<file path="src/hw/rtl/assert_macros.svh">
// Assertion macros used by the top-level RTL file.
// Needs a clk and an active-low rst_n in the scope where a macro is used.
`ifndef ASSERT_MACROS_SVH
`define ASSERT_MACROS_SVH

`ifndef SYNTH

`define ASSERT_IMPLY(lbl, ante, cons) \
    lbl: assert property (@(posedge clk) disable iff (!rst_n) (ante) |-> (cons)) \
        else $error("assertion failed");

`define ASSERT_NEXT(lbl, ante, cons) \
    lbl: assert property (@(posedge clk) disable iff (!rst_n) (ante) |=> (cons)) \
        else $error("assertion failed");

`else

`define ASSERT_IMPLY(lbl, ante, cons)

`define ASSERT_NEXT(lbl, ante, cons)

`endif

`endif

</file>
<file path="src/hw/rtl/bpa_pkg.sv">
// Types and constants of the battery percent averager.
// No dependencies; used by all RTL modules of the block.
package bpa_pkg;

    localparam int RAW_W     = 12;
    localparam int PCT_W     = 7;
    localparam int PROD_W    = 19;   // (4095 * 100) fits in 19 bits
    localparam int QUO_STEPS = 7;    // quotients never exceed 100
    localparam int STEP_W    = 3;
    localparam int CFG_IDX_W = 1;

    localparam logic [PCT_W-1:0]     PCT_FULL    = 7'd100;
    localparam logic [CFG_IDX_W-1:0] REG_MIN_RAW = 1'b0;
    localparam logic [CFG_IDX_W-1:0] REG_MAX_RAW = 1'b1;

    typedef enum logic [3:0] {
        ST_IDLE,
        ST_MUL,
        ST_PCT_GO,
        ST_PCT_WAIT,
        ST_UPDATE,
        ST_AVG_GO,
        ST_AVG_WAIT,
        ST_FINISH,
        ST_TMO_WAIT
    } state_t;

    typedef struct packed {
        logic capture;    // latch raw sample
        logic mul;        // clamp and scale by 100
        logic pct_go;     // start percent division
        logic pct_latch;  // store sample percent
        logic update;     // write ring, update running sum
        logic avg_go;     // start mean division
        logic avg_latch;  // store averaged level
        logic load_res;   // load full result into output register
        logic load_tmo;   // load timeout result into output register
    } cmd_t;

    typedef struct packed {
        logic div_done;
        logic out_free;
    } sts_t;

endpackage

</file>
<file path="src/hw/rtl/bpa_div.sv">
// Shared restoring divider, one quotient bit per cycle, 7-bit quotient.
// Depends on bpa_pkg.
module bpa_div
    import bpa_pkg::*;
(
    input  logic              clk,
    input  logic              rst_n,
    input  logic              start,
    input  logic [PROD_W-1:0] dividend,
    input  logic [RAW_W-1:0]  divisor,
    output logic [PCT_W-1:0]  quo,
    output logic              done
);

    logic [PROD_W-1:0] rem_reg, rem_next;
    logic [RAW_W-1:0]  dvs_reg, dvs_next;
    logic [PCT_W-1:0]  quo_reg, quo_next;
    logic [STEP_W-1:0] step_reg, step_next;
    logic              busy_reg, busy_next;
    logic              done_reg, done_next;
    logic [PROD_W-1:0] trial;

    assign trial = PROD_W'(dvs_reg) << step_reg;

    always_comb
    begin
        rem_next  = rem_reg;
        dvs_next  = dvs_reg;
        quo_next  = quo_reg;
        step_next = step_reg;
        busy_next = busy_reg;
        done_next = 1'b0;
        if (start)
        begin
            rem_next  = dividend;
            dvs_next  = divisor;
            quo_next  = '0;
            step_next = STEP_W'(QUO_STEPS - 1);
            busy_next = 1'b1;
        end
        else if (busy_reg)
        begin
            if (rem_reg >= trial)
            begin
                rem_next           = rem_reg - trial;
                quo_next[step_reg] = 1'b1;
            end
            if (step_reg == '0)
            begin
                busy_next = 1'b0;
                done_next = 1'b1;
            end
            else
            begin
                step_next = step_reg - 1'b1;
            end
        end
    end

    always_ff @(posedge clk or negedge rst_n)
    begin
        if (!rst_n)
        begin
            step_reg <= '0;
            busy_reg <= 1'b0;
            done_reg <= 1'b0;
        end
        else
        begin
            step_reg <= step_next;
            busy_reg <= busy_next;
            done_reg <= done_next;
        end
    end

    always_ff @(posedge clk)
    begin
        rem_reg <= rem_next;
        dvs_reg <= dvs_next;
        quo_reg <= quo_next;
    end

    assign quo  = quo_reg;
    assign done = done_reg;

endmodule

</file>
<file path="src/hw/rtl/bpa_datapath.sv">
// Datapath: config registers, scaling, ring memory, running sum, output register.
// Depends on bpa_pkg and bpa_div.
module bpa_datapath
    import bpa_pkg::*;
#(
    parameter int HISTORY_DEPTH = 8
)
(
    input  logic                 clk,
    input  logic                 rst_n,
    input  cmd_t                 cmd,
    output sts_t                 sts,
    input  logic [RAW_W-1:0]     sample_in,
    input  logic                 cfg_we,
    input  logic [CFG_IDX_W-1:0] cfg_addr,
    input  logic [RAW_W-1:0]     cfg_data,
    output logic                 out_valid,
    input  logic                 out_ready,
    output logic [PCT_W-1:0]     out_level,
    output logic [PCT_W-1:0]     out_sample,
    output logic                 out_updated
);

    localparam int IDX_W  = (HISTORY_DEPTH > 1) ? $clog2(HISTORY_DEPTH) : 1;
    localparam int WARM_W = $clog2(HISTORY_DEPTH + 1);
    localparam int SUM_W  = $clog2(100 * HISTORY_DEPTH + 1);

    logic [RAW_W-1:0]  min_reg, max_reg;
    logic [RAW_W-1:0]  raw_reg;
    logic [PROD_W-1:0] prod_reg, prod_next;
    logic [RAW_W-1:0]  span_reg, span_next;
    logic [PCT_W-1:0]  pct_reg;
    logic [PCT_W-1:0]  avg_reg;
    logic [IDX_W-1:0]  idx_reg, idx_next;
    logic [WARM_W-1:0] warm_reg, warm_next;
    logic [SUM_W-1:0]  sum_reg, sum_next;
    logic [PCT_W-1:0]  old_reg;
    logic [PCT_W-1:0]  hist_mem [HISTORY_DEPTH];

    logic              out_valid_reg, out_valid_next;
    logic [PCT_W-1:0]  out_level_reg, out_sample_reg;
    logic              out_upd_reg;

    logic [RAW_W-1:0]  clamped;
    logic              span_ok;
    logic              warm_full;
    logic              div_start;
    logic [PROD_W-1:0] div_dividend;
    logic [RAW_W-1:0]  div_divisor;
    logic [PCT_W-1:0]  div_quo;
    logic              div_done;

    // config writes
    always_ff @(posedge clk or negedge rst_n)
    begin
        if (!rst_n)
        begin
            min_reg <= '0;
            max_reg <= '1;
        end
        else if (cfg_we)
        begin
            case (cfg_addr)
                REG_MIN_RAW: min_reg <= cfg_data;
                REG_MAX_RAW: max_reg <= cfg_data;
                default:     ;
            endcase
        end
    end

    // clamp and scale; an empty or inverted span gives 0 / 1
    always_comb
    begin
        span_ok = max_reg > min_reg;
        if (raw_reg > max_reg)
            clamped = max_reg;
        else if (raw_reg < min_reg)
            clamped = min_reg;
        else
            clamped = raw_reg;
        if (span_ok)
        begin
            prod_next = PROD_W'(clamped - min_reg) * PROD_W'(PCT_FULL);
            span_next = max_reg - min_reg;
        end
        else
        begin
            prod_next = '0;
            span_next = RAW_W'(1);
        end
    end

    assign div_start    = cmd.pct_go | cmd.avg_go;
    assign div_dividend = cmd.avg_go ? PROD_W'(sum_reg) : prod_reg;
    assign div_divisor  = cmd.avg_go ? RAW_W'(warm_reg) : span_reg;

    bpa_div u_div (
        .clk      (clk),
        .rst_n    (rst_n),
        .start    (div_start),
        .dividend (div_dividend),
        .divisor  (div_divisor),
        .quo      (div_quo),
        .done     (div_done)
    );

    // while warming up the slot being written holds no sample yet (the ring has no reset)
    assign warm_full = warm_reg == WARM_W'(HISTORY_DEPTH);

    always_comb
    begin
        idx_next  = idx_reg;
        warm_next = warm_reg;
        sum_next  = sum_reg;
        if (cmd.update)
        begin
            idx_next = (idx_reg == IDX_W'(HISTORY_DEPTH - 1)) ? '0 : idx_reg + 1'b1;
            if (warm_full)
            begin
                sum_next = SUM_W'(({1'b0, sum_reg} + (SUM_W + 1)'(pct_reg))
                                  - (SUM_W + 1)'(old_reg));
            end
            else
            begin
                warm_next = warm_reg + 1'b1;
                sum_next  = SUM_W'({1'b0, sum_reg} + (SUM_W + 1)'(pct_reg));
            end
        end
    end

    always_ff @(posedge clk or negedge rst_n)
    begin
        if (!rst_n)
        begin
            idx_reg  <= '0;
            warm_reg <= '0;
            sum_reg  <= '0;
            avg_reg  <= PCT_FULL;
        end
        else
        begin
            idx_reg  <= idx_next;
            warm_reg <= warm_next;
            sum_reg  <= sum_next;
            if (cmd.avg_latch)
                avg_reg <= div_quo;
        end
    end

    // ring memory, registered read of the slot about to be overwritten
    always_ff @(posedge clk)
    begin
        if (cmd.update)
            hist_mem[idx_reg] <= pct_reg;
        old_reg <= hist_mem[idx_reg];
    end

    always_ff @(posedge clk)
    begin
        if (cmd.capture)
            raw_reg <= sample_in;
        if (cmd.mul)
        begin
            prod_reg <= prod_next;
            span_reg <= span_next;
        end
        if (cmd.pct_latch)
            pct_reg <= div_quo;
    end

    // output register
    always_comb
    begin
        out_valid_next = out_valid_reg;
        if (cmd.load_res || cmd.load_tmo)
            out_valid_next = 1'b1;
        else if (out_ready)
            out_valid_next = 1'b0;
    end

    always_ff @(posedge clk or negedge rst_n)
    begin
        if (!rst_n)
            out_valid_reg <= 1'b0;
        else
            out_valid_reg <= out_valid_next;
    end

    always_ff @(posedge clk)
    begin
        if (cmd.load_res)
        begin
            out_level_reg  <= avg_reg;
            out_sample_reg <= pct_reg;
            out_upd_reg    <= 1'b1;
        end
        else if (cmd.load_tmo)
        begin
            out_level_reg  <= avg_reg;
            out_sample_reg <= '0;
            out_upd_reg    <= 1'b0;
        end
    end

    assign sts.div_done = div_done;
    assign sts.out_free = !out_valid_reg || out_ready;

    assign out_valid   = out_valid_reg;
    assign out_level   = out_level_reg;
    assign out_sample  = out_sample_reg;
    assign out_updated = out_upd_reg;

endmodule

</file>
<file path="src/hw/rtl/bpa_ctrl.sv">
// Controller state machine sequencing scale, divide, ring update and output.
// Depends on bpa_pkg.
module bpa_ctrl
    import bpa_pkg::*;
(
    input  logic clk,
    input  logic rst_n,
    input  logic in_valid,
    input  logic in_timeout,
    output logic in_ready,
    input  sts_t sts,
    output cmd_t cmd
);

    state_t state_reg, state_next;
    logic   accept;

    // a result waiting in the output register does not hold off the next request
    assign in_ready = (state_reg == ST_IDLE);
    assign accept   = in_valid && in_ready;

    always_comb
    begin
        state_next = state_reg;
        case (state_reg)
            ST_IDLE:
            begin
                if (accept && !in_timeout)
                    state_next = ST_MUL;
                else if (accept && in_timeout && !sts.out_free)
                    state_next = ST_TMO_WAIT;
            end
            ST_MUL:      state_next = ST_PCT_GO;
            ST_PCT_GO:   state_next = ST_PCT_WAIT;
            ST_PCT_WAIT:
            begin
                if (sts.div_done)
                    state_next = ST_UPDATE;
            end
            ST_UPDATE:   state_next = ST_AVG_GO;
            ST_AVG_GO:   state_next = ST_AVG_WAIT;
            ST_AVG_WAIT:
            begin
                if (sts.div_done)
                    state_next = ST_FINISH;
            end
            ST_FINISH:
            begin
                if (sts.out_free)
                    state_next = ST_IDLE;
            end
            ST_TMO_WAIT:
            begin
                if (sts.out_free)
                    state_next = ST_IDLE;
            end
            default:     state_next = ST_IDLE;
        endcase
    end

    always_comb
    begin
        cmd = '0;
        case (state_reg)
            ST_IDLE:
            begin
                cmd.capture  = accept && !in_timeout;
                cmd.load_tmo = accept && in_timeout && sts.out_free;
            end
            ST_MUL:      cmd.mul       = 1'b1;
            ST_PCT_GO:   cmd.pct_go    = 1'b1;
            ST_PCT_WAIT: cmd.pct_latch = sts.div_done;
            ST_UPDATE:   cmd.update    = 1'b1;
            ST_AVG_GO:   cmd.avg_go    = 1'b1;
            ST_AVG_WAIT: cmd.avg_latch = sts.div_done;
            ST_FINISH:   cmd.load_res  = sts.out_free;
            ST_TMO_WAIT: cmd.load_tmo  = sts.out_free;
            default:     cmd = '0;
        endcase
    end

    always_ff @(posedge clk or negedge rst_n)
    begin
        if (!rst_n)
            state_reg <= ST_IDLE;
        else
            state_reg <= state_next;
    end

endmodule

</file>
<file path="src/hw/rtl/battery_percent_averager_unit.sv">
// Battery percent averager, top level.
// Depends on bpa_pkg, bpa_ctrl, bpa_datapath, bpa_div and assert_macros.svh.
//
// Input stream: one request per ADC reading; s_tdata carries the 12-bit sample,
// s_tuser flags a conversion timeout. Output stream: one result per request
// with the averaged level, the sample's own percent and an updated flag.
// A timed-out request is answered the cycle after it is taken (or once an
// older result has left), with the current level, sample percent 0 and
// updated low; nothing else changes.
// A good sample is clamped, scaled to percent, written into the history ring
// and the mean of the samples so far (all of the ring once it is full) is
// recomputed. Both divisions run on one shared 7-step restoring divider,
// so a good sample holds off new requests until its result is loaded;
// the result becomes valid in the same cycle as the next request can be taken.
// One request is in work at a time; the output register lets the next
// request in while a result still waits. A stalled receiver holds the
// result and blocks new requests once the finished one has nowhere to go.
// Reset: min_raw 0, max_raw 4095, level 100, ring empty. cfg writes take
// effect at once and are meant only while the block is idle.
`include "assert_macros.svh"

module battery_percent_averager_unit
    import bpa_pkg::*;
#(
    parameter int HISTORY_DEPTH = 8
)
(
    input  logic                 clk,
    input  logic                 rst_n,
    input  logic                 s_tvalid,
    output logic                 s_tready,
    input  logic [15:0]          s_tdata,   // [11:0] adc_sample
    input  logic                 s_tuser,   // [0] timed_out
    output logic                 m_tvalid,
    input  logic                 m_tready,
    output logic [15:0]          m_tdata,   // [6:0] level_percent, [13:7] sample_percent
    output logic                 m_tuser,   // [0] updated
    input  logic                 cfg_we,
    input  logic [CFG_IDX_W-1:0] cfg_addr,
    input  logic [RAW_W-1:0]     cfg_data
);

    cmd_t             cmd;
    sts_t             sts;
    logic [PCT_W-1:0] level;
    logic [PCT_W-1:0] sample_pct;

    bpa_ctrl u_ctrl (
        .clk        (clk),
        .rst_n      (rst_n),
        .in_valid   (s_tvalid),
        .in_timeout (s_tuser),
        .in_ready   (s_tready),
        .sts        (sts),
        .cmd        (cmd)
    );

    bpa_datapath #(
        .HISTORY_DEPTH (HISTORY_DEPTH)
    ) u_dp (
        .clk         (clk),
        .rst_n       (rst_n),
        .cmd         (cmd),
        .sts         (sts),
        .sample_in   (s_tdata[RAW_W-1:0]),
        .cfg_we      (cfg_we),
        .cfg_addr    (cfg_addr),
        .cfg_data    (cfg_data),
        .out_valid   (m_tvalid),
        .out_ready   (m_tready),
        .out_level   (level),
        .out_sample  (sample_pct),
        .out_updated (m_tuser)
    );

    assign m_tdata = {2'b00, sample_pct, level};

    `ASSERT_NEXT(a_busy_blocks_input, s_tvalid && s_tready && !s_tuser, !s_tready)
    `ASSERT_NEXT(a_timeout_answer, s_tvalid && s_tready && s_tuser && (!m_tvalid || m_tready), m_tvalid && !m_tuser)
    `ASSERT_IMPLY(a_level_range, m_tvalid, level <= PCT_FULL && sample_pct <= PCT_FULL)
    `ASSERT_IMPLY(a_timeout_zero_pct, m_tvalid && !m_tuser, sample_pct == '0)

endmodule
</file>
<file path="config.mk">
export PLATFORM = sky130hd
export DESIGN_NAME = battery_percent_averager_unit
export DESIGN_NICKNAME = d
export VERILOG_FILES = /design/src/hw/rtl/bpa_pkg.sv /design/src/hw/rtl/bpa_div.sv /design/src/hw/rtl/bpa_datapath.sv /design/src/hw/rtl/bpa_ctrl.sv /design/src/hw/rtl/battery_percent_averager_unit.sv
export VERILOG_INCLUDE_DIRS = /design/src /design/src/hw/rtl
export SDC_FILE = /design/constraint.sdc
export NUM_CORES = 1
export LEC_CHECK = 0
export ABC_AREA = 1
export ABC_CLOCK_PERIOD_IN_PS = 13300
export BUFFER_PORTS_ARGS = -buffer_cell sky130_fd_sc_hd__buf_4
export CORE_MARGIN = 3
export CORE_UTILIZATION = 50
export CTS_CLUSTER_SIZE = 24
export DETAILED_ROUTE_END_ITERATION = 8
export PLACE_DENSITY = 0.67
export SLEW_MARGIN = 20
export SYNTH_ARGS = -nofsm -noshare
export SYNTH_HDL_FRONTEND = slang
export SYNTH_SLANG_ARGS = --single-unit
</file>
<file path="constraint.sdc">
create_clock -name clk -period 13.3 [get_ports clk]
set_clock_uncertainty 0.05 [all_clocks]
set_input_delay 1.33 -clock clk [delete_from_list [all_inputs] [get_ports clk]]
set_output_delay 1.33 -clock clk [all_outputs]
set_load 0.1 [all_outputs]
</file>
Word level (Yosys, flattened, before mapping)
Memory sizes are Yosys's and may differ from the RTL's. A register that Yosys moved wholly into a read port is not among the register bits.
Cells that the tools add are included.
W data, S select, Z words.
- register bits after elaboration: 161
- bits in writable memories: 56
- bits of input ports: 35
- output and inout bits: 19
- memories: 1
- add/sub/neg operators: 8
- multiply operators: 1
- magnitude comparators: 6
- equal/unequal tests: 15
- shift operators: 1
- muxes and demuxes: 43
- bitwise logic cells: 4
- reduce and logical (&&, ||, !) cells: 25
- memories (name ; depth ; width ; rd ports ; clocked after Yosys merged registers in ; write ports ; line ; source):
    u_dp.hist_mem ; 8 ; 7 ; 1 ; 1 ; 1 ; bpa_datapath.sv:38 ; logic [PCT_W-1:0] hist_mem [HISTORY_DEPTH];
- operators by type and width (cell ; count):
    $mux W19 ; 4
    $pmux W4 S8 ; 1
    $mux W7 ; 4
    $gt A12 B12 Y1 ; 2
    $mux W12 ; 2
    $mux W4 ; 6
    $ge A19 B19 Y1 ; 1
    $mul A19 B5 Y17 const B ; 1
    $mux W1 ; 19
    $shl A12 B3 Y19 ; 1
    $sub A19 B19 Y19 ; 1
    $eq A4 B3 Y1 const B ; 4
    $sub A12 B12 Y13 ; 1
    $lt A12 B12 Y1 ; 1
    $mux W3 ; 4
    $reduce_and A2 Y1 ; 6
    $sub A12 B12 Y12 ; 1
    $add A10 B7 Y10 ; 1
    $mux W10 ; 1
    $sub A10 B7 Y10 ; 1
    $eq A4 B2 Y1 const B ; 2
    $eq A4 B4 Y1 const B ; 2
    $ne A2 B1 Y1 const B ; 4
    $reduce_bool A2 Y1 ; 4
    other kinds (20) ; 29

Longest topological paths before layout
Gate-level depths: netlist of the first run.
- depth in word-level cells: 7
- depth in mapped cells: 39

Hierarchy
Synthesis of the first run repeated with hierarchy kept, for this count alone.
- cells, all modules: 1740
- area total of the unflattened synthesis: 14345.0 um^2
- by module, submodules not included (module ; instances ; cells an instance ; area an instance (um^2) ; seq. area each (um^2)):
    bpa_datapath ; 1 ; 1202 ; 10680.2 ; 4948.5
    bpa_div ; 1 ; 471 ; 3260.6 ; 1196.1
    bpa_ctrl ; 1 ; 64 ; 385.4 ; 100.1
    battery_percent_averager_unit ; 1 ; 3 ; 18.8 ; 0.0

Worst setup path after synthesis of the first run
No wires, ideal clock.
- path type: register -> register
- from: register u_dp.max_reg[1]
- to: register u_dp.prod_reg[16], data pin
- library setup time: 0.257 ns
- data arrival time: 5.277 ns
- data required time: 12.993 ns
- slack: 7.717 ns
- cell stages (with the launch flop): 35
- cells stage by stage: dfstp_2 -> inv_1 -> ha_1 -> inv_1 -> nor2_1 -> nor2_1 -> o21ai_0 -> nand3_1 -> nand3_1 -> nand2_1 -> clkbuf_1 -> nand3_1 -> o21ai_0 -> ha_1 -> fa_1 -> inv_1 -> nand3_1 -> nand2_1 -> nand2_1 -> nand3_1 -> xnor2_1 -> inv_1 -> ha_1 -> ha_1 -> inv_1 -> fa_1 -> inv_1 -> ha_1 -> nand2_1 -> inv_1 -> nor3_1 -> nand2_1 -> a21oi_1 -> xor2_1 -> nor2_1
- longest elaborated chain between the ends: 4
- ends and longest elaborated chain (what ; line ; source):
    start: declaration ; bpa_datapath.sv:28 ; logic [RAW_W-1:0] min_reg, max_reg;
    start signal: assignment ; bpa_datapath.sv:65 ; REG_MAX_RAW: max_reg <= cfg_data;
    $gt A12 B12 Y1 ; bpa_datapath.sv:75 ; if (raw_reg > max_reg)
    $mux W12 ; bpa_datapath.sv:75 ;
    $sub A12 B12 Y13 ; bpa_datapath.sv:83 ; prod_next = PROD_W'(clamped - min_reg) * PROD_W'(PCT_FULL);
    $mul A19 B5 Y17 ; bpa_datapath.sv:83 ;
    end signal: assignment ; bpa_datapath.sv:164 ; prod_reg <= prod_next;
    end: declaration ; bpa_datapath.sv:30 ; logic [PROD_W-1:0] prod_reg, prod_next;
Parallel ways exist; a longest one is shown, timed or not.
A chain may end at the register's enable or synchronous reset.

Worst setup path in the final report of the first run
- from: register u_dp.min_reg[1]
- to: register u_dp.prod_reg[18], data pin
- longest elaborated chain between the ends: 5
- ends and longest elaborated chain (what ; line ; source):
    start: declaration ; bpa_datapath.sv:28 ;
    start signal: assignment ; bpa_datapath.sv:64 ; REG_MIN_RAW: min_reg <= cfg_data;
    $lt A12 B12 Y1 ; bpa_datapath.sv:77 ; else if (raw_reg < min_reg)
    $mux W12 ; bpa_datapath.sv:77 ;
    $mux W12 ; bpa_datapath.sv:75 ;
    $sub A12 B12 Y13 ; bpa_datapath.sv:83 ;
    $mul A19 B5 Y17 ; bpa_datapath.sv:83 ;
Parallel ways exist; a longest one is shown, timed or not.

==> impl_metrics.py, run 1 <==
metrics = {
    "yosys": {
        "ys_seq_area_share_pct": 44.5,
        "yosysWarnings": 0,
        "avgSynthCellArea_um2": 8.54,
        "yosysUniqueCellTypes": 59,
        "synth_edf_count": 149,
        "synthCells": 1643,
        "ys_seq_elements": 222,
        "postSynth.asyncResetShare_pct": 26.1,
        "syn_area_mm2": 0.0140,
        "synth_ff_type": "edfxtp_1",
    },
    "floorplanning": {
        "rows": 60,
        "chipHeight_um": 173,
        "initial_core_util_pct": 51.5,
        "core_mm2": 0.0273,
        "die-area_mm2": 0.0301,
        "fp.dieW_um": 173,
        "io_pins": 54,
    },
    "finish": {
        "fin_nets": 1862,
        "diodes": 0,
        "final_cell_area_mm2": 0.0156,
        "syn2layout_area_growth_pct": 11.4,
        "drive_gt1_share_pct": 8.60,
        "largest_register_ffs": 56,
    },
    "critical_path": {
        "worst_path_max_delay_cell": "fa_1",
        "max_stage_delay_ns": 0.51,
        "crit_fanout": 23,
        "worstPathArrival_ns": 6.80,
        "critPathLaunchType": "register",
        "crit_path_frequent_cell": "inv_1",
        "crit_family": "adder cells",
        "critPathKind": "register to register",
        "worstPathRequired_ns": 13.53,
        "critPathCaptureType": "register",
        "critPathBufInv": 7,
    },
    "sta": {
        "rsz0062_at_grt": "no",
        "max_slew_margin_pct": 35.7,
        "finalSetupViolCount": 0,
        "max_freq_ghz": 0.152,
        "hold_violations": 0,
        "fin_ws_ns": 6.73,
        "maxSlewViolCount": 0,
        "min_period_over_period_pct": 49.4,
        "finalCriticalPeriod_ns": 6.57,
        "fin_tns_setup_ns": 0,
        "worstMarginPinSlew_ns": 0.956,
    },
    "global_routing": {
        "grt_max_degree": 59,
        "overflow": 0,
        "grt_pass1_vias": 10800,
        "grt_first_pass_wirelength_um": 52100,
        "grt_antenna_before_repair": 0,
        "grt_usage_pct": 20.8,
    },
    "run_status": {
        "status": "completed",
    },
    "place": {
        "place_hpwl_um": 23500,
        "placed_area_mm2": 0.0147,
        "pre_cts_ws_ns": 6.81,
        "place_congestion": 0.956,
        "io_buffers": 47,
    },
    "clock_tree": {
        "cts_hold_buf": 0,
        "cts_tree": "done",
        "cts_buffers": 26,
        "cts_resized": 0,
        "cts_setup_buffers": 0,
        "cts-root-buf": "clkbuf_16",
        "cts_max_level": 1,
        "path_clk_slew_ns": 0.06,
        "cts_sinks": 222,
        "clockBufferDepth": 3,
        "clock_latency_ns": 0.55,
    },
    "route": {
        "drc": 0,
        "ant_nets": 0,
        "wl_um": 30700,
        "dr.pass1.iters": 5,
        "wl_per_cell_um": 14.7,
        "vias_per_cell": 5.19,
        "drt_iter0_markers": 675,
        "vias": 10800,
    },
    "min_path": {
        "hold_path_class": "register to register",
    },
    "job": {
        "drv_cap": 0,
    },
}
cell families after synthesis:
family | Yosys count | synth area share [%]
and+or+nand+nor | 660 | 19.8
buffers and inverters | 299 | 8.21
other | 1 | 0.0267
xor gates and xnor gates | 37 | 2.36
DFF | 222 | 44.5
AOI/OAI and AO/OA | 286 | 11.8
muxes | 1 | 0.0714
adders and majority gates | 137 | 13.1
area by class of cell:
class	instances	area (µm²)
fill	2462	11600
inverter	264	992
multi-input combinational	1123	6640
sequential	222	6240
clock buffer	35	768
clock inverter	13	114
timing repair buffer	53	398
tap	372	465
worst reg2reg max path: cells and delay by family, from the launching register on:
| kind | cells | cell delay [ns] |
|---|---|---|
| buffers and inverters | 7 | 0.60 |
| adder cells (fa/ha/maj) | 6 | 2.23 |
| flip-flops | 1 | 0.46 |
| AND/OR/NAND/NOR | 8 | 1.23 |
| AO/OA/AOI/OAI | 6 | 1.36 |
| XOR/XNOR | 1 | 0.40 |
metal layers:
| metal | track usage, % | vias up | wire, µm |
|---|---|---|---|
| li1 | - | 5569 | - |
| met5 | 0 | - | 0 |
| met4 | 6.59 | 0 | 956 |
| met1 | 26.9 | 4971 | 13800 |
| met3 | 2.39 | 60 | 1180 |
| met2 | 36.4 | 211 | 14700 |
stage by stage:
stage,instances,util [%],hold WS (ns)
finish,2082,57.3,0.384
global route,2082,57.3,0.391
CTS,2082,57.3,0.383
detailed placement,2034,54.1,0.370
global placement,2034,54.1,0.368
floorplan,1644,-,0.358
cells in the mapped netlist (18+ instances only):
master	count	area [µm²]
edfxtp_1	149	4470
inv_1	256	961
o21ai_0	103	515
nand3_1	81	405
xor2_1	24	210
a21oi_1	95	475
ha_1	120	1500
clkbuf_1	18	67.6
nand4_1	20	125
nand2_1	379	1420
nor2_1	128	480
dfrtp_1	43	1080
cells in the final DEF, fill, tap and decap left out, types with 4 or more instances in the layout:
cell type	instances
edfxtp_1	149
dfrtp_1	43
a41oi_1	4
o211ai_1	15
nand2_1	379
xnor2_1	12
clkbuf_16	29
clkbuf_1	4
a31oi_1	15
inv_1	256
buf_4	53
nor2_1	128
fa_1	17
ha_1	120
or2_2	9
nand3_1	81
nand3b_1	9
dfxtp_1	15
nor3_1	16
o21ai_1	9
xor2_1	24
a21oi_1	95
nand4_1	20
o21bai_1	11
o22ai_2	4
o21ai_0	103
clkinv_2	5
dfstp_2	15
a221oi_1	4
inv_2	6
nor2_2	4
path summary, 6_finish.rpt:
path	from	to	slack, ns	depth (start not counted)
worst min register to register	u_dp.u_div.quo[0]$_SDFFE_PN0P_	u_dp.pct_reg[0]$_DFFE_PP_	0.38	0
max in group asynchronous	rst_n	u_ctrl.state_reg[0]$_DFFE_PN0P_	11.84	1
worst min-delay path	u_dp.u_div.quo[0]$_SDFFE_PN0P_	u_dp.pct_reg[0]$_DFFE_PP_	0.38	0
min in group asynchronous	rst_n	u_dp.min_reg[10]$_DFFE_PN0P_	0.82	1
worst max-delay path	u_dp.min_reg[1]$_DFFE_PN0P_	u_dp.prod_reg[18]$_SDFFCE_PP0P_	6.73	28
worst max register to register	u_dp.min_reg[1]$_DFFE_PN0P_	u_dp.prod_reg[18]$_SDFFCE_PP0P_	6.73	28
Power of run 1 is not shown: default switching activity piles up to over one toggle a cycle in this logic, so the estimate is an artifact.
==> inputs of run 2 (changes only) <==
--- a/config.mk
+++ b/config.mk
@@ -7,7 +7,7 @@
 export NUM_CORES = 1
 export LEC_CHECK = 0
 export ABC_AREA = 1
-export ABC_CLOCK_PERIOD_IN_PS = 13300
+export ABC_CLOCK_PERIOD_IN_PS = 6150
 export BUFFER_PORTS_ARGS = -buffer_cell sky130_fd_sc_hd__buf_4
 export CORE_MARGIN = 3
 export CORE_UTILIZATION = 50
==> constraint.sdc (replaced) <==
create_clock -name clk -period 6.15 [get_ports clk]
set_clock_uncertainty 0.05 [all_clocks]
set_input_delay 0.615 -clock clk [delete_from_list [all_inputs] [get_ports clk]]
set_output_delay 0.615 -clock clk [all_outputs]
set_load 0.1 [all_outputs]
==> run 2 against run 1 <==
Against the previous run:
- via count rose by 1.6%
- worst setup slack got worse by 6.3 ns
- sequential share of layout area fell by 0.63 points
- first-iteration DRC count fell by 6.7%
- non-clock buffer count rose by 17
- global-route usage fell by 0.16 points
- flip-flop and latch count did not move
- die area did not move
- cell area rose by 1.6%
- critical path depth rose by 3
- maximum frequency rose by 15%
- cell count rose by 0.72%
==> impl_metrics.py, run 2 (same netlist as run 1, synthesis figures left out) <==
metrics = {
    "route": {
        "drc": 0,
        "wl_per_cell_um": 14.7,
        "drt_iter0_markers": 630,
        "vias_per_cell": 5.24,
        "dr.pass1.iters": 5,
        "vias": 11000,
        "wl_um": 30900,
        "ant_nets": 0,
    },
    "place": {
        "place_congestion": 0.911,
        "place_hpwl_um": 23600,
        "io_buffers": 47,
    },
    "finish": {
        "layout_commonest_cell": "nand2_1",
        "diodes": 0,
        "largest_register_ffs": 56,
        "drive_gt1_share_pct": 11.2,
        "syn2layout_area_growth_pct": 13.2,
        "final_cell_mix": "376 x nand2_1, 256 x inv_1, 149 x edfxtp_1",
        "fin_nets": 1878,
    },
    "sta": {
        "maxSlewViolCount": 0,
        "max_slew_margin_pct": 33.6,
        "holdWs_ns": 0.117,
        "max_freq_ghz": 0.175,
        "hold_violations": 0,
        "finalSetupViolCount": 0,
        "min_period_over_period_pct": 93.1,
        "finalCriticalPeriod_ns": 5.73,
        "worstMarginPinSlew_ns": 0.988,
        "rsz0062_at_grt": "no",
        "fin_tns_setup_ns": 0,
    },
    "clock_tree": {
        "path_clk_slew_ns": 0.06,
        "cts-root-buf": "clkbuf_16",
        "cts_max_level": 1,
        "clockBufferDepth": 3,
        "cts_hold_buf": 0,
        "clock_latency_ns": 0.54,
        "cts_buffers": 25,
        "cts_sinks": 222,
        "cts_tree": "done",
    },
    "min_path": {
        "hold_path_class": "input pin to async pin",
    },
    "job": {
        "drv_cap": 0,
    },
    "global_routing": {
        "grt_pass1_vias": 10800,
        "top_usage_layer": "met2",
        "use_met2_pct": 36.5,
        "grt_max_degree": 59,
        "grtUsageMet3_pct": 2.74,
        "overflow": 0,
        "grt_use_met1_pct": 26.3,
        "grt_usage_pct": 20.6,
        "grt_antenna_before_repair": 0,
        "grt_first_pass_wirelength_um": 51700,
    },
    "critical_path": {
        "crit_family": "adder cells",
        "crit_path_frequent_cell": "inv_1",
        "worst_path_max_delay_cell": "dfstp_2",
        "worstPathArrival_ns": 5.93,
        "max_stage_delay_ns": 0.55,
        "critPathCaptureType": "register",
        "critPathLaunchType": "register",
        "critPathKind": "register to register",
        "worstPathRequired_ns": 6.35,
        "reg2regPathDepth": 31,
        "critPathBufInv": 6,
        "crit_fanout": 10,
        "cp_num_cells": 31,
    },
    "floorplanning": {
        "core_mm2": 0.0273,
        "fp.dieW_um": 173,
        "die-area_mm2": 0.0301,
        "initial_core_util_pct": 51.5,
        "io_pins": 54,
        "chipHeight_um": 173,
        "rows": 60,
    },
    "run_status": {
        "status": "completed",
    },
}
## run 2: cell count changes in the layout (fill, tap and decap cells not counted), moves of 6 or more
| cell | before | now |
|---|---|---|
| o21ai_0 | 103 | 96 |
| a21oi_1 | 95 | 88 |
| a21oi_2 | 0 | 7 |
| buf_4 | 53 | 69 |
| ha_1 | 120 | 111 |
| o21ai_1 | 9 | 15 |
## run 2: final timing paths
kind,startpoint,to,slack [ns]
min in group clk,s_tdata[6],u_dp.raw_reg[6]$_DFFE_PP_,0.23
worst max-delay path,u_dp.max_reg[1]$_DFFE_PN1P_,u_dp.prod_reg[16]$_SDFFCE_PP0P_,0.42
worst min register to register,u_dp.u_div.quo[2]$_SDFFE_PN0P_,u_dp.pct_reg[2]$_DFFE_PP_,0.38
worst max register to register,u_dp.max_reg[1]$_DFFE_PN1P_,u_dp.prod_reg[16]$_SDFFCE_PP0P_,0.42
max in group asynchronous,rst_n,u_dp.idx_reg[1]$_DFFE_PN0P_,5.40
worst min-delay path,rst_n,u_dp.min_reg[9]$_DFFE_PN0P_,0.12
## run 2: metrics by stage
stage          setup WS (ns)  util, %  cell area [µm²]  std cells
5_1_grt              0.00433     58.2            15900       2097
6_report               0.423     58.2            15900       2097
4_1_cts               0.0919     57.5            15700       2093
3_3_place_gp           0.140     54.4            14800       2047
2_1_floorplan          0.567        -            14000       1644
3_5_place_dp           0.125     54.4            14800       2047
## run 2: metal layers
layer	up-vias	part of all wire (%)
met5	-	0
met2	261	48
met1	5056	44
met4	0	3.1
li1	5600	-
met3	65	4.8
## run 2: layout make-up
type,count,area [µm²]
clock inverters,16,144
clock buffers,30,676
multi-input cells,1123,6820
inverters,264,992
well taps,372,465
flip-flops and latches,222,6240
fillers,2482,11400
repair buffers,70,529
## run 2: timing repair
action                     4_1_cts  5_1_grt
setup endpoints to repair        0        6
gates resized for setup          0       41
setup buffers                    0        4
Power of run 2 is left out for the same reason.
==> inputs of run 3 (changes only) <==
--- a/config.mk
+++ b/config.mk
@@ -7,13 +7,13 @@
 export NUM_CORES = 1
 export LEC_CHECK = 0
 export ABC_AREA = 1
-export ABC_CLOCK_PERIOD_IN_PS = 6150
+export ABC_CLOCK_PERIOD_IN_PS = 6980
 export BUFFER_PORTS_ARGS = -buffer_cell sky130_fd_sc_hd__buf_4
 export CORE_MARGIN = 3
-export CORE_UTILIZATION = 50
+export CORE_UTILIZATION = 61
 export CTS_CLUSTER_SIZE = 24
 export DETAILED_ROUTE_END_ITERATION = 8
-export PLACE_DENSITY = 0.67
+export PLACE_DENSITY = 0.79
 export SLEW_MARGIN = 20
 export SYNTH_ARGS = -nofsm -noshare
 export SYNTH_HDL_FRONTEND = slang
==> constraint.sdc (replaced) <==
create_clock -name clk -period 6.98 [get_ports clk]
set_clock_uncertainty 0.05 [all_clocks]
set_input_delay 0.698 -clock clk [delete_from_list [all_inputs] [get_ports clk]]
set_output_delay 0.698 -clock clk [all_outputs]
set_load 0.1 [all_outputs]
==> run 3 against run 2 <==
Against the previous run:
- cell count decreased by 5.3%
- sequential share of layout area is 1.0 points higher
- flip-flop and latch count unchanged
- largest cell class unchanged
- highest routed layer unchanged
==> impl_metrics.py, run 3 (same netlist as run 1, synthesis figures left out) <==
metrics = {
    "run_status": {
        "status": "completed",
    },
    "finish": {
        "fillers": 1710,
        "layout_commonest_cell": "nand2_1",
        "final_cell_mix": "377 x nand2_1, 256 x inv_1, 149 x edfxtp_1",
        "fin_nets": 1858,
        "largest_register_ffs": 56,
        "diodes": 0,
        "syn2layout_area_growth_pct": 10.3,
        "drive_gt1_share_pct": 8.56,
    },
    "route": {
        "vias": 11100,
        "dr.pass1.iters": 8,
        "drt_iter0_markers": 785,
        "drc": 0,
        "ant_nets": 0,
        "vias_per_cell": 5.62,
        "wl_per_cell_um": 15.4,
        "wl_um": 30600,
    },
    "min_path": {
        "hold_path_class": "input pin to async pin",
    },
    "job": {
        "drv_cap": 0,
    },
    "sta": {
        "worstMarginPinSlew_ns": 0.998,
        "finalSetupViolCount": 0,
        "rsz0062_at_grt": "no",
        "hold_violations": 0,
        "max_slew_margin_pct": 32.9,
        "finalCriticalPeriod_ns": 6.32,
        "max_freq_ghz": 0.158,
        "min_period_over_period_pct": 90.5,
        "maxSlewViolCount": 0,
        "fin_tns_setup_ns": 0,
    },
    "critical_path": {
        "crit_path_frequent_cell": "inv_1",
        "critPathCaptureType": "register",
        "critPathBufInv": 8,
        "reg2regPathDepth": 31,
        "critPathLaunchType": "register",
        "cp-startpoint": "u_dp.max_reg[1]$_DFFE_PN1P_",
        "rr_endpoint": "u_dp.prod_reg[18]$_SDFFCE_PP0P_",
        "crit_fanout": 23,
        "r2r_setup_slack_ns": 0.66,
        "worst_path_max_delay_cell": "dfstp_2",
        "endpoint": "u_dp.prod_reg[18]$_SDFFCE_PP0P_",
        "critPathKind": "register to register",
        "max_stage_delay_ns": 0.55,
        "worstPathArrival_ns": 6.54,
        "worstPathRequired_ns": 7.20,
        "crit_family": "adder cells",
        "reg2reg_from": "u_dp.max_reg[1]$_DFFE_PN1P_",
        "cp_num_cells": 31,
    },
    "floorplanning": {
        "core_mm2": 0.0222,
        "io_pins": 54,
        "fp.dieW_um": 158,
        "die-area_mm2": 0.0249,
        "chipHeight_um": 158,
        "initial_core_util_pct": 63.1,
        "rows": 54,
    },
    "clock_tree": {
        "clock_latency_ns": 0.52,
        "cts-root-buf": "clkbuf_16",
        "cts_max_level": 1,
        "path_clk_slew_ns": 0.06,
        "cts_sinks": 222,
        "cts_buffers": 25,
        "cts_tree": "done",
        "clockBufferDepth": 3,
        "cts_hold_buf": 0,
    },
    "place": {
        "place_hpwl_um": 22800,
        "place_congestion": 0.925,
        "io_buffers": 47,
    },
    "global_routing": {
        "grt_first_pass_wirelength_um": 50300,
        "grt_usage_pct": 24.9,
        "grt_pass1_vias": 10800,
        "grt_max_degree": 59,
        "grt_antenna_before_repair": 0,
        "overflow": 0,
    },
}
## run 3: worst min-delay path by stage
stage,startpoint,slack [ns],to,cells past startpoint
floorplan,rst_n,0.35,u_ctrl.state_reg[0]$_DFFE_PN0P_,0
global placement,u_dp.u_div.quo[6]$_SDFFE_PN0P_,0.37,u_dp.pct_reg[6]$_DFFE_PP_,0
detailed placement,u_dp.u_div.quo[1]$_SDFFE_PN0P_,0.37,u_dp.pct_reg[1]$_DFFE_PP_,0
CTS,rst_n,0.22,u_dp.min_reg[8]$_DFFE_PN0P_,1
global route,rst_n,0.25,u_dp.min_reg[10]$_DFFE_PN0P_,1
finish,rst_n,0.20,u_dp.min_reg[9]$_DFFE_PN0P_,1
## run 3: through the flow
step                instances  utilization [%]  hold slack [ns]  setup WS, ns  area, µm²
finish                   1985             69.6            0.204         0.663      15500
detailed placement       1939             65.7            0.372         0.528      14600
global route             1985             69.6            0.249      0.000657      15500
CTS                      1985             69.5            0.218         0.500      15500
global placement         1939             65.7            0.374         0.636      14600
floorplan                1644                -            0.352          1.40      14000
## run 3: what timing repair did
item / CTS / global route
endpoints found under the setup margin: 0 / 2
setup buffers: 0 / 0
hold endpoints to repair: 0 / 0
gates resized for setup: 0 / 2
## run 3: cell type report
| cell class | instances | area (µm²) | share of cell area, % |
|---|---|---|---|
| clock inverter | 13 | 134 | 0.866 |
| sequential | 222 | 6240 | 40.4 |
| clock buffer | 33 | 707 | 4.57 |
| tap | 280 | 350 | 2.27 |
| inverter | 264 | 992 | 6.42 |
| timing repair buffer | 50 | 375 | 2.43 |
| multi-input combinational | 1123 | 6660 | 43.1 |
## run 3: worst reg2reg max path: cells and delay by family (launching register included)
kind	cells	cell delay, ns
adder cells (fa/ha/maj)	6	2.22
flip-flops	1	0.55
buffers and inverters	8	0.60
AND/OR/NAND/NOR	11	1.27
XOR/XNOR	1	0.37
AO/OA/AOI/OAI	5	1.03
## run 3: routing by layer
metal / track usage, % / vias to the layer above / share of wire (%)
met5: 0 / - / 0
met4: 9.55 / 0 / 3.9
met3: 3.39 / 84 / 5.4
met2: 44.2 / 358 / 49
met1: 31.0 / 5146 / 42
li1: - / 5560 / -
Power of run 3 is left out for the same reason.
